--- config.mk ---
export PLATFORM = sky130hd
export DESIGN_NAME = ufe_ctrl
export DESIGN_NICKNAME = d
export VERILOG_FILES = /design/src/sv/ufe_pkg.sv /design/src/sv/ufe_ctrl.sv
export SDC_FILE = /design/constraint.sdc
export NUM_CORES = 1
export LEC_CHECK = 0
export ABC_CLOCK_PERIOD_IN_PS = 5070
export BUFFER_PORTS_ARGS = -buffer_cell sky130_fd_sc_hd__buf_2
export CAP_MARGIN = 20
export CELL_PAD_IN_SITES_DETAIL_PLACEMENT = 1
export CELL_PAD_IN_SITES_GLOBAL_PLACEMENT = 1
export CORE_ASPECT_RATIO = 0.9
export CORE_MARGIN = 5
export CORE_UTILIZATION = 32
export CTS_BUF_LIST = sky130_fd_sc_hd__clkbuf_4
export DETAILED_ROUTE_END_ITERATION = 12
export HOLD_SLACK_MARGIN = 0.02
export PLACE_DENSITY_LB_ADDON = 0.05
export SYNTH_ARGS = -nofsm -noshare
export SYNTH_HDL_FRONTEND = slang
export SYNTH_SLANG_ARGS = --single-unit
--- constraint.sdc ---
create_clock -name clk_i -period 5.07 [get_ports clk_i]
set_clock_uncertainty 0.2 [all_clocks]
set_input_delay 0.507 -clock clk_i [delete_from_list [all_inputs] [get_ports clk_i]]
set_output_delay 0.507 -clock clk_i [all_outputs]
set_load 0.005 [all_outputs]
--- src/sv/ufe_pkg.sv ---
// ----------------------------------------------------------------------------
// ufe_pkg
// Shared types, codes and saturating Q23.40 helpers for the UHF Fock builder.
// ----------------------------------------------------------------------------
`timescale 1ns / 1ps
`default_nettype none

package ufe_pkg;

  localparam int unsigned MaxBasis = 8;
  localparam int unsigned PairW    = 6;
  localparam int unsigned DataW    = 64;

  localparam logic [DataW-1:0] SatMin = {1'b1, {(DataW-1){1'b0}}};
  localparam logic [DataW-1:0] SatMax = {1'b0, {(DataW-1){1'b1}}};

  typedef enum logic [2:0] {
    FN_LOAD_H0  = 3'd0,
    FN_LOAD_C   = 3'd1,
    FN_LOAD_X   = 3'd2,
    FN_LOAD_PA  = 3'd3,
    FN_LOAD_PB  = 3'd4,
    FN_COMPUTE  = 3'd5
  } func_e;

  typedef enum logic {
    CFG_BASIS = 1'b0,
    CFG_CORE  = 1'b1
  } cfg_e;

  typedef enum logic [2:0] {
    PR_J  = 3'd0,
    PR_KA = 3'd1,
    PR_KB = 3'd2,
    PR_SH = 3'd3,
    PR_SJ = 3'd4,
    PR_SA = 3'd5,
    PR_SB = 3'd6
  } prod_e;

  typedef enum logic [2:0] {
    EN_NONE  = 3'd0,
    EN_HALFJ = 3'd1,
    EN_SUBA  = 3'd2,
    EN_SUBB  = 3'd3,
    EN_CORE  = 3'd4
  } estep_e;

  typedef struct packed {
    logic             rd_en;
    logic             rd_tail;
    logic [PairW-1:0] p;
    logic [PairW-1:0] q;
    logic             ptot_ld;
    logic             mul_start;
    prod_e            mul_sel;
    logic             clr_pq;
    logic             clr_all;
    logic             fock_ld;
    estep_e           e_step;
  } cmd_t;

  function automatic logic [DataW-1:0] sat_add(input logic [DataW-1:0] a,
                                                input logic [DataW-1:0] b);
    logic [DataW-1:0] s;
    s = a + b;
    if ((a[DataW-1] == b[DataW-1]) && (s[DataW-1] != a[DataW-1]))
      return a[DataW-1] ? SatMin : SatMax;
    return s;
  endfunction

  function automatic logic [DataW-1:0] sat_sub(input logic [DataW-1:0] a,
                                                input logic [DataW-1:0] b);
    logic [DataW-1:0] d;
    d = a - b;
    if ((a[DataW-1] != b[DataW-1]) && (d[DataW-1] != a[DataW-1]))
      return a[DataW-1] ? SatMin : SatMax;
    return d;
  endfunction

  function automatic logic [DataW-1:0] half_of(input logic [DataW-1:0] x);
    return {x[DataW-1], x[DataW-1:1]};
  endfunction

endpackage

`default_nettype wire

--- src/sv/ufe_ctrl.sv ---
// ----------------------------------------------------------------------------
// ufe_ctrl
// Sequencer: intake, pair loops, multiply scheduling, energy steps, output.
// ----------------------------------------------------------------------------
`timescale 1ns / 1ps
`default_nettype none

module ufe_ctrl (
  input  logic          clk_i,
  input  logic          rst_ni,
  input  logic          in_valid_i,
  output logic          in_ready_o,
  input  logic [2:0]    func_i,
  output logic          out_valid_o,
  input  logic          out_ready_i,
  output logic          last_o,
  input  logic          cfg_we_i,
  input  logic [1:0]    cfg_index_i,
  input  logic [63:0]   cfg_wdata_i,
  output ufe_pkg::cmd_t cmd_o,
  input  logic          mul_done_i
);
  import ufe_pkg::*;

  localparam logic [3:0] S_IDLE  = 4'd0;
  localparam logic [3:0] S_PINIT = 4'd1;
  localparam logic [3:0] S_QRD   = 4'd2;
  localparam logic [3:0] S_QWT   = 4'd3;
  localparam logic [3:0] S_PRD   = 4'd4;
  localparam logic [3:0] S_PWT   = 4'd5;
  localparam logic [3:0] S_MGO   = 4'd6;
  localparam logic [3:0] S_MWT   = 4'd7;
  localparam logic [3:0] S_FOCK  = 4'd8;
  localparam logic [3:0] S_E1    = 4'd9;
  localparam logic [3:0] S_E2    = 4'd10;
  localparam logic [3:0] S_E3    = 4'd11;
  localparam logic [3:0] S_E4    = 4'd12;
  localparam logic [3:0] S_EMIT  = 4'd13;

  logic [3:0] state_q, state_d;
  logic [5:0] p_q, p_d, q_q, q_d;
  prod_e      sel_q, sel_d;
  logic [3:0] basis_q;
  logic [3:0] n_eff;
  logic [7:0] pairs;
  logic [5:0] pm1;

  always_comb begin
    if (basis_q == 4'd0) n_eff = 4'd1;
    else if (basis_q > 4'(MaxBasis)) n_eff = 4'(MaxBasis);
    else n_eff = basis_q;
    pairs = {4'd0, n_eff} * {4'd0, n_eff};
    pm1   = 6'(pairs - 8'd1);
  end

  always_comb begin
    state_d = state_q;
    p_d     = p_q;
    q_d     = q_q;
    sel_d   = sel_q;
    cmd_o   = '0;
    cmd_o.p = p_q;
    cmd_o.q = q_q;
    cmd_o.mul_sel = sel_q;
    cmd_o.e_step  = EN_NONE;
    in_ready_o  = 1'b0;
    out_valid_o = 1'b0;
    last_o      = 1'b0;
    unique case (state_q)
      S_IDLE: begin
        in_ready_o = 1'b1;
        if (in_valid_i && func_i == FN_COMPUTE) begin
          cmd_o.clr_all = 1'b1;
          p_d     = '0;
          state_d = S_PINIT;
        end
      end
      S_PINIT: begin
        cmd_o.clr_pq = 1'b1;
        q_d     = '0;
        state_d = S_QRD;
      end
      S_QRD: begin
        cmd_o.rd_en = 1'b1;
        state_d = S_QWT;
      end
      S_QWT: begin
        cmd_o.ptot_ld = 1'b1;
        sel_d   = PR_J;
        state_d = S_MGO;
      end
      S_PRD: begin
        cmd_o.rd_en   = 1'b1;
        cmd_o.rd_tail = 1'b1;
        state_d = S_PWT;
      end
      S_PWT: begin
        cmd_o.ptot_ld = 1'b1;
        sel_d   = PR_SH;
        state_d = S_MGO;
      end
      S_MGO: begin
        cmd_o.mul_start = 1'b1;
        state_d = S_MWT;
      end
      S_MWT: begin
        if (mul_done_i) begin
          if (sel_q == PR_KB) begin
            if (q_q == pm1) begin
              state_d = S_PRD;
            end else begin
              q_d     = q_q + 6'd1;
              state_d = S_QRD;
            end
          end else if (sel_q == PR_SB) begin
            state_d = S_FOCK;
          end else begin
            sel_d   = prod_e'(sel_q + 3'd1);
            state_d = S_MGO;
          end
        end
      end
      S_FOCK: begin
        cmd_o.fock_ld = 1'b1;
        state_d = (p_q == pm1) ? S_E1 : S_EMIT;
      end
      S_E1: begin
        cmd_o.e_step = EN_HALFJ;
        state_d = S_E2;
      end
      S_E2: begin
        cmd_o.e_step = EN_SUBA;
        state_d = S_E3;
      end
      S_E3: begin
        cmd_o.e_step = EN_SUBB;
        state_d = S_E4;
      end
      S_E4: begin
        cmd_o.e_step = EN_CORE;
        state_d = S_EMIT;
      end
      S_EMIT: begin
        out_valid_o = 1'b1;
        last_o      = (p_q == pm1);
        if (out_ready_i) begin
          if (p_q == pm1) begin
            state_d = S_IDLE;
          end else begin
            p_d     = p_q + 6'd1;
            state_d = S_PINIT;
          end
        end
      end
      default: state_d = S_IDLE;
    endcase
  end

  always_ff @(posedge clk_i or negedge rst_ni) begin
    if (!rst_ni) begin
      state_q <= S_IDLE;
      p_q     <= '0;
      q_q     <= '0;
      sel_q   <= PR_J;
      basis_q <= 4'd8;
    end else begin
      state_q <= state_d;
      p_q     <= p_d;
      q_q     <= q_d;
      sel_q   <= sel_d;
      if (cfg_we_i && cfg_index_i == {1'b0, CFG_BASIS}) basis_q <= cfg_wdata_i[3:0];
    end
  end

endmodule

`default_nettype wire

Word-level counts from Yosys, hierarchy flattened
Index checks and enable logic that the tools add are counted.

Bits in writable memories: 0. Bits in read-only memories: 0. Bits in latches: 0. Logic and storage cells: 86. Output and inout bits: 28. Memories kept: 0. Bits in registers: 23. Input port bits: 75.

Muxes and demuxes: 35. Bitwise operators: 0. Multipliers: 1. Reduce and logical (&&, ||, !) cells: 14. Order comparisons: 1. Div/mod/pow operators: 0. $add $sub $neg: 4. Shift-type cells: 0. Equal/unequal tests: 26.

Operators by type and width (count): case mux 4 bit (13 select lines) (1); two-way mux 6 bit (6); two-way mux 4 bit (7); equality test 4 bit (second input constant) (6); case mux 6 bit (2 select lines) (2); equality test 4 x 3 -> 1 bit (second input constant) (4); inequality test 2 bit (second input constant) (8); two-way mux 3 bit (5); adder 6 x 1 -> 6 bit (second input constant) (2); equality test 6 bit (2); two-way mux 1 bit (12); case mux 3 bit (4 select lines) (1); AND reduction 4 bit (3); case mux 3 bit (3 select lines) (1); equality test 4 x 2 -> 1 bit (second input constant) (2); logical NOT 4 bit (2); equality test 3 bit (second input constant) (2); multiplier 4 x 4 -> 6 bit (1); subtractor 6 x 1 -> 6 bit (second input constant) (1); equality test 4 x 1 -> 1 bit (second input constant) (1); greater-than comparator 4 bit (second input constant) (1); nonzero test 2 bit (2); OR reduction 2 bit (2); adder 3 x 1 -> 3 bit (second input constant) (1); 5 further kinds (6).

Depth between registers and ports, before layout
Gate-level depths: netlist (run 1).

Word-level depth: 10. Depth in mapped cells: 15. Gate-level depth less buffers: 12.

Least setup slack after synthesis (run 1)
Ideal clock, no wire load.

Path kind: reg2reg. From: reg basis_q[3]. To: reg q_q[1]. Buffers on the path: 3. Required time: 4.791 ns. Setup time: 0.079 ns. Arrival: 3.457 ns. Period minus slack after synthesis: 3.736 ns. Path slack: 1.334 ns. Stages on the path, launching flop included: 16. Cell sequence: dfstp_2 > clkbuf_1 > nor2b_1 > inv_1 > ha_1 > xor2_1 > ha_1 > ha_1 > buf_2 > or4bb_1 > o211ai_1 > o41ai_2 > a211oi_1 > buf_4 > or2_4 > mux2i_1.

Word-level cells in the longest chain between the ends: 8. Elaborated cells between the ends (all ways): 9. Classes of those cells: 1 x add/sub; 1 x mul; 1 x order compare; 2 x eq/ne; 2 x mux; 2 x reduce/logical.

Ends and longest elaborated chain: start: declaration (RTL line ufe_ctrl.sv:43) `logic [3:0] basis_q;`; start signal: assignment (RTL line ufe_ctrl.sv:171) `if (cfg_we_i && cfg_index_i == {1'b0, CFG_BASIS}) basis_q <= cfg_wdata_i[3:0];`; greater-than comparator 4 bit (RTL line ufe_ctrl.sv:50) `else if (basis_q > 4'(MaxBasis)) n_eff = 4'(MaxBasis);`; two-way mux 4 bit (RTL line ufe_ctrl.sv:50); two-way mux 4 bit (*) (RTL line ufe_ctrl.sv:49) `if (basis_q == 4'd0) n_eff = 4'd1;`; multiplier 4 x 4 -> 6 bit (*) (RTL line ufe_ctrl.sv:52) `pairs = {4'd0, n_eff} * {4'd0, n_eff};`; subtractor 6 x 1 -> 6 bit (*) (RTL line ufe_ctrl.sv:53) `pm1 = 6'(pairs - 8'd1);`; equality test 6 bit (*) (RTL line ufe_ctrl.sv:109) `if (q_q == pm1) begin`; inequality test 2 bit (no source line) (*); AND reduction 4 bit (no source line) (*); end signal: assignment (RTL line ufe_ctrl.sv:169) `q_q <= q_d;`; end: declaration (RTL line ufe_ctrl.sv:41) `logic [5:0] p_q, p_d, q_q, q_d;`.

Mark *: on every way between the ends. The rest lies on a longest branch, timed or not. A chain may end at the register's enable or synchronous reset.

Worst setup path after layout (run 1)
From: reg basis_q[3]. To: out last_o.

Word-level cells in the longest chain between the ends: 7. Elaborated cells between the ends (all ways): 8. Classes of those cells: 1 x add/sub; 1 x mul; 1 x order compare; 1 x eq/ne; 3 x mux; 1 x reduce/logical.

Ends and longest elaborated chain: greater-than comparator 4 bit (RTL line ufe_ctrl.sv:50); two-way mux 4 bit (RTL line ufe_ctrl.sv:50); two-way mux 4 bit (*) (RTL line ufe_ctrl.sv:49); multiplier 4 x 4 -> 6 bit (*) (RTL line ufe_ctrl.sv:52); subtractor 6 x 1 -> 6 bit (*) (RTL line ufe_ctrl.sv:53); equality test 6 bit (*) (RTL line ufe_ctrl.sv:145) `last_o = (p_q == pm1);`; two-way mux 1 bit (*) (RTL line ufe_ctrl.sv:69) `unique case (state_q)`; end: declaration (RTL line ufe_ctrl.sv:16) `output logic last_o,`.

Marked as above.

==> flow_summary.ini, run 1 <==
[drt]
vias = 1663
antenna_left = 0
wl_met3_microns = 185
top_layer_used = met4
drc = 0
routed_wl_microns = 4840
dr.pass1.iters = 4
wl_met1_microns = 2540
routedWlPerCell_microns = 15.5
viasPerCell = 5.31
first_iter_violations = 42
wl_met2_microns = 2070

[clock_network]
htree_num_levels = 1
clockBufferDepth = 2
cts_tree = done
cts.sinks = 23
cts_root_buf = clkbuf_4
clkTransAtPathRegs_ns = 0.14
clk_latency_ns = 0.33
ctsResizeCount = 0
holdBufCountCts = 1
cts_buffers = 3
cts_setup_buffers = 0

[synthesis]
ys_seq_area_frac = 0.313
synth_seq_cells = 23
async_flop_share = 1.00
yosys.area.top_type = dfrtp_1
synth_nets = 287
syn_area_per_cell_sq_um = 9.03
synth_cell_type_count = 58
yosysWarnings = 0
synth-edff-count = 0
synth_most_common_cell = dfrtp_1
synth_area_sq_um = 1840
synthTopCellsByArea = dfrtp_1 30%, ha_1 5.4%, xnor2_1 3.3%
synth.top_cell.area_share = 0.299
synthCells = 204
synth_ff_type = dfrtp_1
synth_common_cells = 22 x dfrtp_1, 15 x nand2_1, 10 x a21oi_1, 10 x inv_1, 10 x o21ai_0

[sta]
slew_violations = 0
post-route-min-period_ns = 4.09
max_freq_mhz = 244
rsz0062_at_grt = no
finalCritPeriodShare = 0.807
finalSetupTns_ns = 0
max_slew_margin = 0.597
whs_ns = 0.176
tightest_slew_ns = 0.589
hold_viol_final = 0
setup_viol = 0

[grt]
grt_antenna_before_repair = 0
grtUsageTotal = 0.138
grt_max_degree = 24
overflow = 0
grt_pass1_vias = 1650
grt_pass1_wl_microns = 8390

[final_layout]
drive_gt1_frac = 0.263
final_nets = 327
stdcell_area_sq_um = 2140
antenna_cells = 0
final_util = 0.381
area_growth_pct = 16.4

[setup_path]
critical_path_class = reg2out
worst-path-max-fanout = 12
r2r-start = basis_q[3]
crit_start = basis_q[3]
cp-end-kind = output pin
cp_data_required_time_ns = 4.36
worstPathArrival_ns = 3.39
start_kind = flip-flop

[place]
placed_area_sq_um = 2100
gp_congestion = 0.754
port_buffers = 42
dp_hpwl_microns = 3570

[floorplan]
rows = 26
die_h_microns = 82.0
core_area_sq_um = 5630
die_area_sq_um = 7370
initial_core_util = 0.327
die_x_microns = 90.0
ios = 103

[worst_hold_path]
hold_class = in2reg
worstHoldStart = cfg_wdata_i[3]

[flow_run]
drv_cap = 0

[outcome]
status = finished, final reports clean

[power]
powerDensity_nw_per_um2 = 361
leakagePower_nw = 1.01
ir_worst_vdd_uv = 138
==> critical path: stages (launching register included) <==
cell,delay (ns)
dfstp_2,0.69
nor2b_1,0.12
inv_1,0.07
ha_1,0.23
xor2_1,0.16
ha_1,0.29
ha_1,0.42
a21o_1,0.22
a31oi_1,0.20
xnor2_1,0.12
nor4_1,0.34
buf_2,0.18
==> flip-flops by register name, indices dropped and copies added, names as in the netlist <==
register,flops
state_q,4
basis_q,4
q_q,6
p_q,6
sel_q,3
==> report_power, final <==
part           total, mW  internal [mW]  switching (mW)  leakage (nW)
combinational      0.378          0.183           0.195         0.701
sequential         0.295          0.219          0.0760         0.292
clock              0.102         0.0363          0.0653        0.0184
==> logic make-up after synthesis <==
kind of cell,count (synthesis),share of synthesized area
buf+inv,21,0.0530
fa+ha+maj,8,0.0543
other cells,1,0.00204
flops,23,0.313
simple gates,84,0.279
mux,6,0.0353
compound gates,49,0.191
xor+xnor,12,0.0720
==> cells in the final DEF, fill, tap and decap left out, types with 5 or more instances in the layout <==
| cell | netlist | routed |
|---|---|---|
| buf_2 | 2 | 42 |
| dfrtp_1 | 22 | 22 |
| nand2_1 | 15 | 15 |
| inv_1 | 10 | 10 |
| a21oi_1 | 10 | 10 |
| o21ai_0 | 10 | 10 |
| nor2_1 | 9 | 9 |
| ha_1 | 8 | 8 |
| nor3b_1 | 7 | 7 |
| xnor2_1 | 7 | 7 |
| nand3_1 | 6 | 6 |
| nor3_1 | 5 | 5 |
| o31ai_1 | 5 | 5 |
==> worst paths after layout <==
| kind | to | slack (ns) | depth (start not counted) |
|---|---|---|---|
| worst max-delay path | last_o | 0.98 | 11 |
| worst min-delay path | basis_q[3] | 0.18 | 3 |
| worst max register to register | q_q[4] | 1.24 | 13 |
| worst min register to register | q_q[0] | 0.37 | 1 |
| max in group asynchronous | basis_q[3] | 3.80 | 2 |
| min in group asynchronous | p_q[3] | 0.49 | 2 |
==> per-stage QoR <==
step	total power [mW]	worst slack [ns]	std cells
final	0.775	0.978	313
after detailed placement	0.681	1.24	308
after global placement	0.680	1.28	308
after floorplan	0.574	1.33	204
after global routing	0.849	0.713	313
after CTS	0.788	0.930	313
==> metal layers <==
metal | up-vias | track usage
li1 | 844 | -
met1 | 785 | 0.198
met2 | 30 | 0.206
met3 | 4 | 0.0339
met4 | 0 | 0.0357
met5 | - | 0
==> final cells by class <==
cell class	count	area, sq um
clock buffer	4	30.0
fill	692	3480
inverter	11	46.3
multi-input combinational	160	1170
sequential	23	577
tap	70	87.6
timing repair buffer	45	235
Note: power is estimated with default switching activity, not from simulation.
==> run 2, diff against run 1 <==
- ABC_AREA: not set -> 1
- ABC_CLOCK_PERIOD_IN_PS: 5070 -> 4000
- CORE_UTILIZATION: 32 -> 31
- clock period: 5.07 -> 4 ns (I/O delays scaled with it)
==> run 2 against run 1 <==
Utilization fell by 0.079 points. Combinational power rose by 79%. Sequential share of layout area fell by 2.0 points. Largest power group unchanged. Worst hold slack got worse by 0.072 ns. Critical endpoint is now cmd_o[4]. Non-clock buffer count rose by 5. Flip-flop and latch count did not move. Via count rose by 11%.
==> flow_summary.ini, run 2 <==
[grt]
grt_max_degree = 24
grt-busiest-layer = met2
grt.met1_usage = 0.179
grt_antenna_before_repair = 0
overflow = 0
grt_util_met2 = 0.199
grtUsageTotal = 0.126
use_met3 = 0.0260
grt_pass1_wl_microns = 8160
grt_pass1_vias = 1769

[drt]
routedWlPerCell_microns = 12.1
routed_wl_microns = 4800
antenna_left = 0
drc = 0
vias = 1853
dr.pass1.iters = 4
viasPerCell = 4.66
first_iter_violations = 14

[synthesis]
synth_cell_type_count = 37
yosysWarnings = 0
async_flop_share = 1.00
ys_seq_area_frac = 0.301
synth_seq_cells = 23
synth_common_cells = 72 x nand2_1, 38 x nor2_1, 36 x inv_1
synthTopCellsByArea = dfrtp_1 29%, nand2_1 14%, nor2_1 7.4%
synth.top_cell.area_share = 0.287
synth_most_common_cell = nand2_1
synth_ff_type = dfrtp_1
synth_nets = 359
syn_area_per_cell_sq_um = 6.95
synthCells = 276
synth-edff-count = 0
synth_area_sq_um = 1920
yosys.area.top_type = dfrtp_1

[setup_path]
critical_path_class = reg2out
worstPathArrival_ns = 3.16
start_kind = flip-flop
critPathMostFrequentCell = nand2_2
slowest_delay_ns = 0.57
crit_family = simple AND/OR/NAND/NOR gates
crit_chain = clkinvlp_4 > nand2_2 > ha_1 > xor2_1 > inv_1 > ha_4 > ha_4 > nand2_1 > inv_1 > nand3_2 > nand2_2 > nand2_1 > nand3_1 > nand2_1 > nand3_2 > nand2_2 > nand2_2 > nand2_4 > nor2_1 > buf_2
cp-end-kind = output pin
cp_data_required_time_ns = 3.40
worst_path_max_delay_cell = dfstp_2
path_buf_inv = 4
worst-path-max-fanout = 7

[sta]
setup_viol = 0
max_freq_mhz = 266
tightest_slew_ns = 0.557
slew_violations = 0
post-route-min-period_ns = 3.76
worst_slack_ns = 0.244
hold_viol_final = 0
finalCritPeriodShare = 0.939
finalSetupTns_ns = 0
max_slew_margin = 0.628

[final_layout]
stdcell_area_sq_um = 2310
drive_gt1_frac = 0.304
area_growth_pct = 20.6
final_cell_mix = 69 x nand2_1, 42 x buf_2, 38 x nor2_1, 35 x inv_1, 22 x dfrtp_1
final_nets = 410
antenna_cells = 0
final_common_cell = nand2_1
top_regs = p_q x6, q_q x6

[power]
power_frac_seq = 0.297
ir_worst_vdd_uv = 150
clkPwrFrac = 0.107
powerDensity_nw_per_um2 = 492
pwr-share-comb = 0.595
power.switching_mw = 0.552
swShare = 0.486
leakagePower_nw = 1.22
internal-power_mw = 0.584

[floorplan]
ios = 103
initial_core_util = 0.315
core_area_sq_um = 6080
rows = 27
die_h_microns = 84.6
die_x_microns = 92.9
die_area_sq_um = 7860

[worst_hold_path]
hold_class = in2reg

[clock_network]
cts_buffers = 3
cts.sinks = 23
clockBufferDepth = 2
cts_tree = done
clk_latency_ns = 0.32
htree_num_levels = 1
cts_root_buf = clkbuf_4
clkTransAtPathRegs_ns = 0.13

[flow_run]
drv_cap = 0

[place]
post-place-ws_ns = 0.347
port_buffers = 42
gp_congestion = 0.744
dp_hpwl_microns = 3820
placed_area_sq_um = 2180

[outcome]
status = finished, final reports clean
run 2: cell count changes in the layout (fill, tap and decap cells not counted), sizes merged, moves of 5 or more:
| cell | before | now |
|---|---|---|
| nand2 | 15 | 83 |
| nor2 | 9 | 44 |
| inv | 10 | 37 |
| nand3 | 6 | 21 |
| o21ai | 11 | 18 |
| nor3b | 7 | 1 |
| xnor2 | 7 | 1 |
| buf | 44 | 49 |
| nand3b | 0 | 5 |
| o31ai | 5 | 0 |
run 2: power by group through the flow:
| stage | Combinational, mW | Sequential [mW] | Clock (mW) |
|---|---|---|---|
| 2_1_floorplan | 0.508 | 0.322 | 0 |
| 3_3_place_gp | 0.637 | 0.342 | 0 |
| 3_5_place_dp | 0.643 | 0.342 | 0 |
| 4_1_cts | 0.663 | 0.337 | 0.131 |
| 5_1_grt | 0.778 | 0.347 | 0.139 |
| 6_report | 0.677 | 0.338 | 0.122 |
run 2: cell families (layout without fill, tap and decap cells):
kind of cell | count (synthesis) | after routing | synth area share
adders and majority gates | 8 | 8 | 0.0522
AOI/OAI and AO/OA | 31 | 31 | 0.107
buffers and inverters | 42 | 92 | 0.0973
and+or+nand+nor | 162 | 162 | 0.398
other | 1 | 1 | 0.00196
DFF | 23 | 23 | 0.301
muxes | 1 | 1 | 0.00587
xor gates and xnor gates | 8 | 8 | 0.0366
run 2: metrics by stage:
step | utilization | instances | power [mW] | hold slack (ns)
3_5_place_dp | 0.359 | 387 | 0.985 | 0.234
2_1_floorplan | - | 276 | 0.830 | -0.0956
5_1_grt | 0.380 | 398 | 1.26 | 0.0718
6_report | 0.380 | 398 | 1.14 | 0.104
4_1_cts | 0.368 | 392 | 1.13 | 0.0848
3_3_place_gp | 0.359 | 387 | 0.979 | 0.244
run 2: per-layer routing:
| metal | routed length [microns] | up-vias | part of all wire |
|---|---|---|---|
| met5 | 0 | - | 0 |
| met4 | 31 | 0 | 0.0065 |
| met3 | 194 | 2 | 0.040 |
| met2 | 2120 | 30 | 0.44 |
| met1 | 2460 | 854 | 0.51 |
| li1 | - | 967 | - |
run 2: worst reg2reg max path: stages, from the launching register on:
cell	delay [ns]
dfstp_2	0.57
clkinvlp_4	0.15
nand2_2	0.13
ha_1	0.24
xor2_1	0.13
inv_1	0.08
ha_4	0.25
ha_4	0.28
nand2_1	0.05
inv_1	0.07
nand3_2	0.10
nand3_1	0.12
nand3_1	0.09
nand2_1	0.08
nand3_1	0.12
nand2_1	0.08
nand2_1	0.04
nand2_1	0.27
inv_1	0.10
nand2_1	0.08
nand2_1	0.05
run 2: final timing paths:
| path | start | endpoint | slack, ns | cells after the start |
|---|---|---|---|---|
| setup / recovery | basis_q[3] | cmd_o[4] | 0.24 | 20 |
| hold / removal | cfg_wdata_i[3] | basis_q[3] | 0.10 | 3 |
| setup reg to reg | basis_q[3] | q_q[4] | 0.63 | 20 |
| hold reg to reg | sel_q[2] | sel_q[2] | 0.34 | 1 |
| max in group asynchronous | rst_ni | basis_q[3] | 2.83 | 2 |
| min in group asynchronous | rst_ni | p_q[5] | 0.38 | 2 |
run 2: area by class of cell:
class,count,area [sq um]
Timing Repair Buffer,50,273
Clock buffer,4,30.0
Sequential cell,23,577
Multi-Input combinational cell,211,1190
Inverter,38,146
Tap cell,72,90.1
Fill cell,817,3770
run 2: repair_timing:
action,CTS,global route
gates resized for setup,2,6
endpoints found under the setup margin,1,1
hold buffers,1,0
hold endpoints to repair,22,0
setup buffers,0,6
pin swaps,0,6
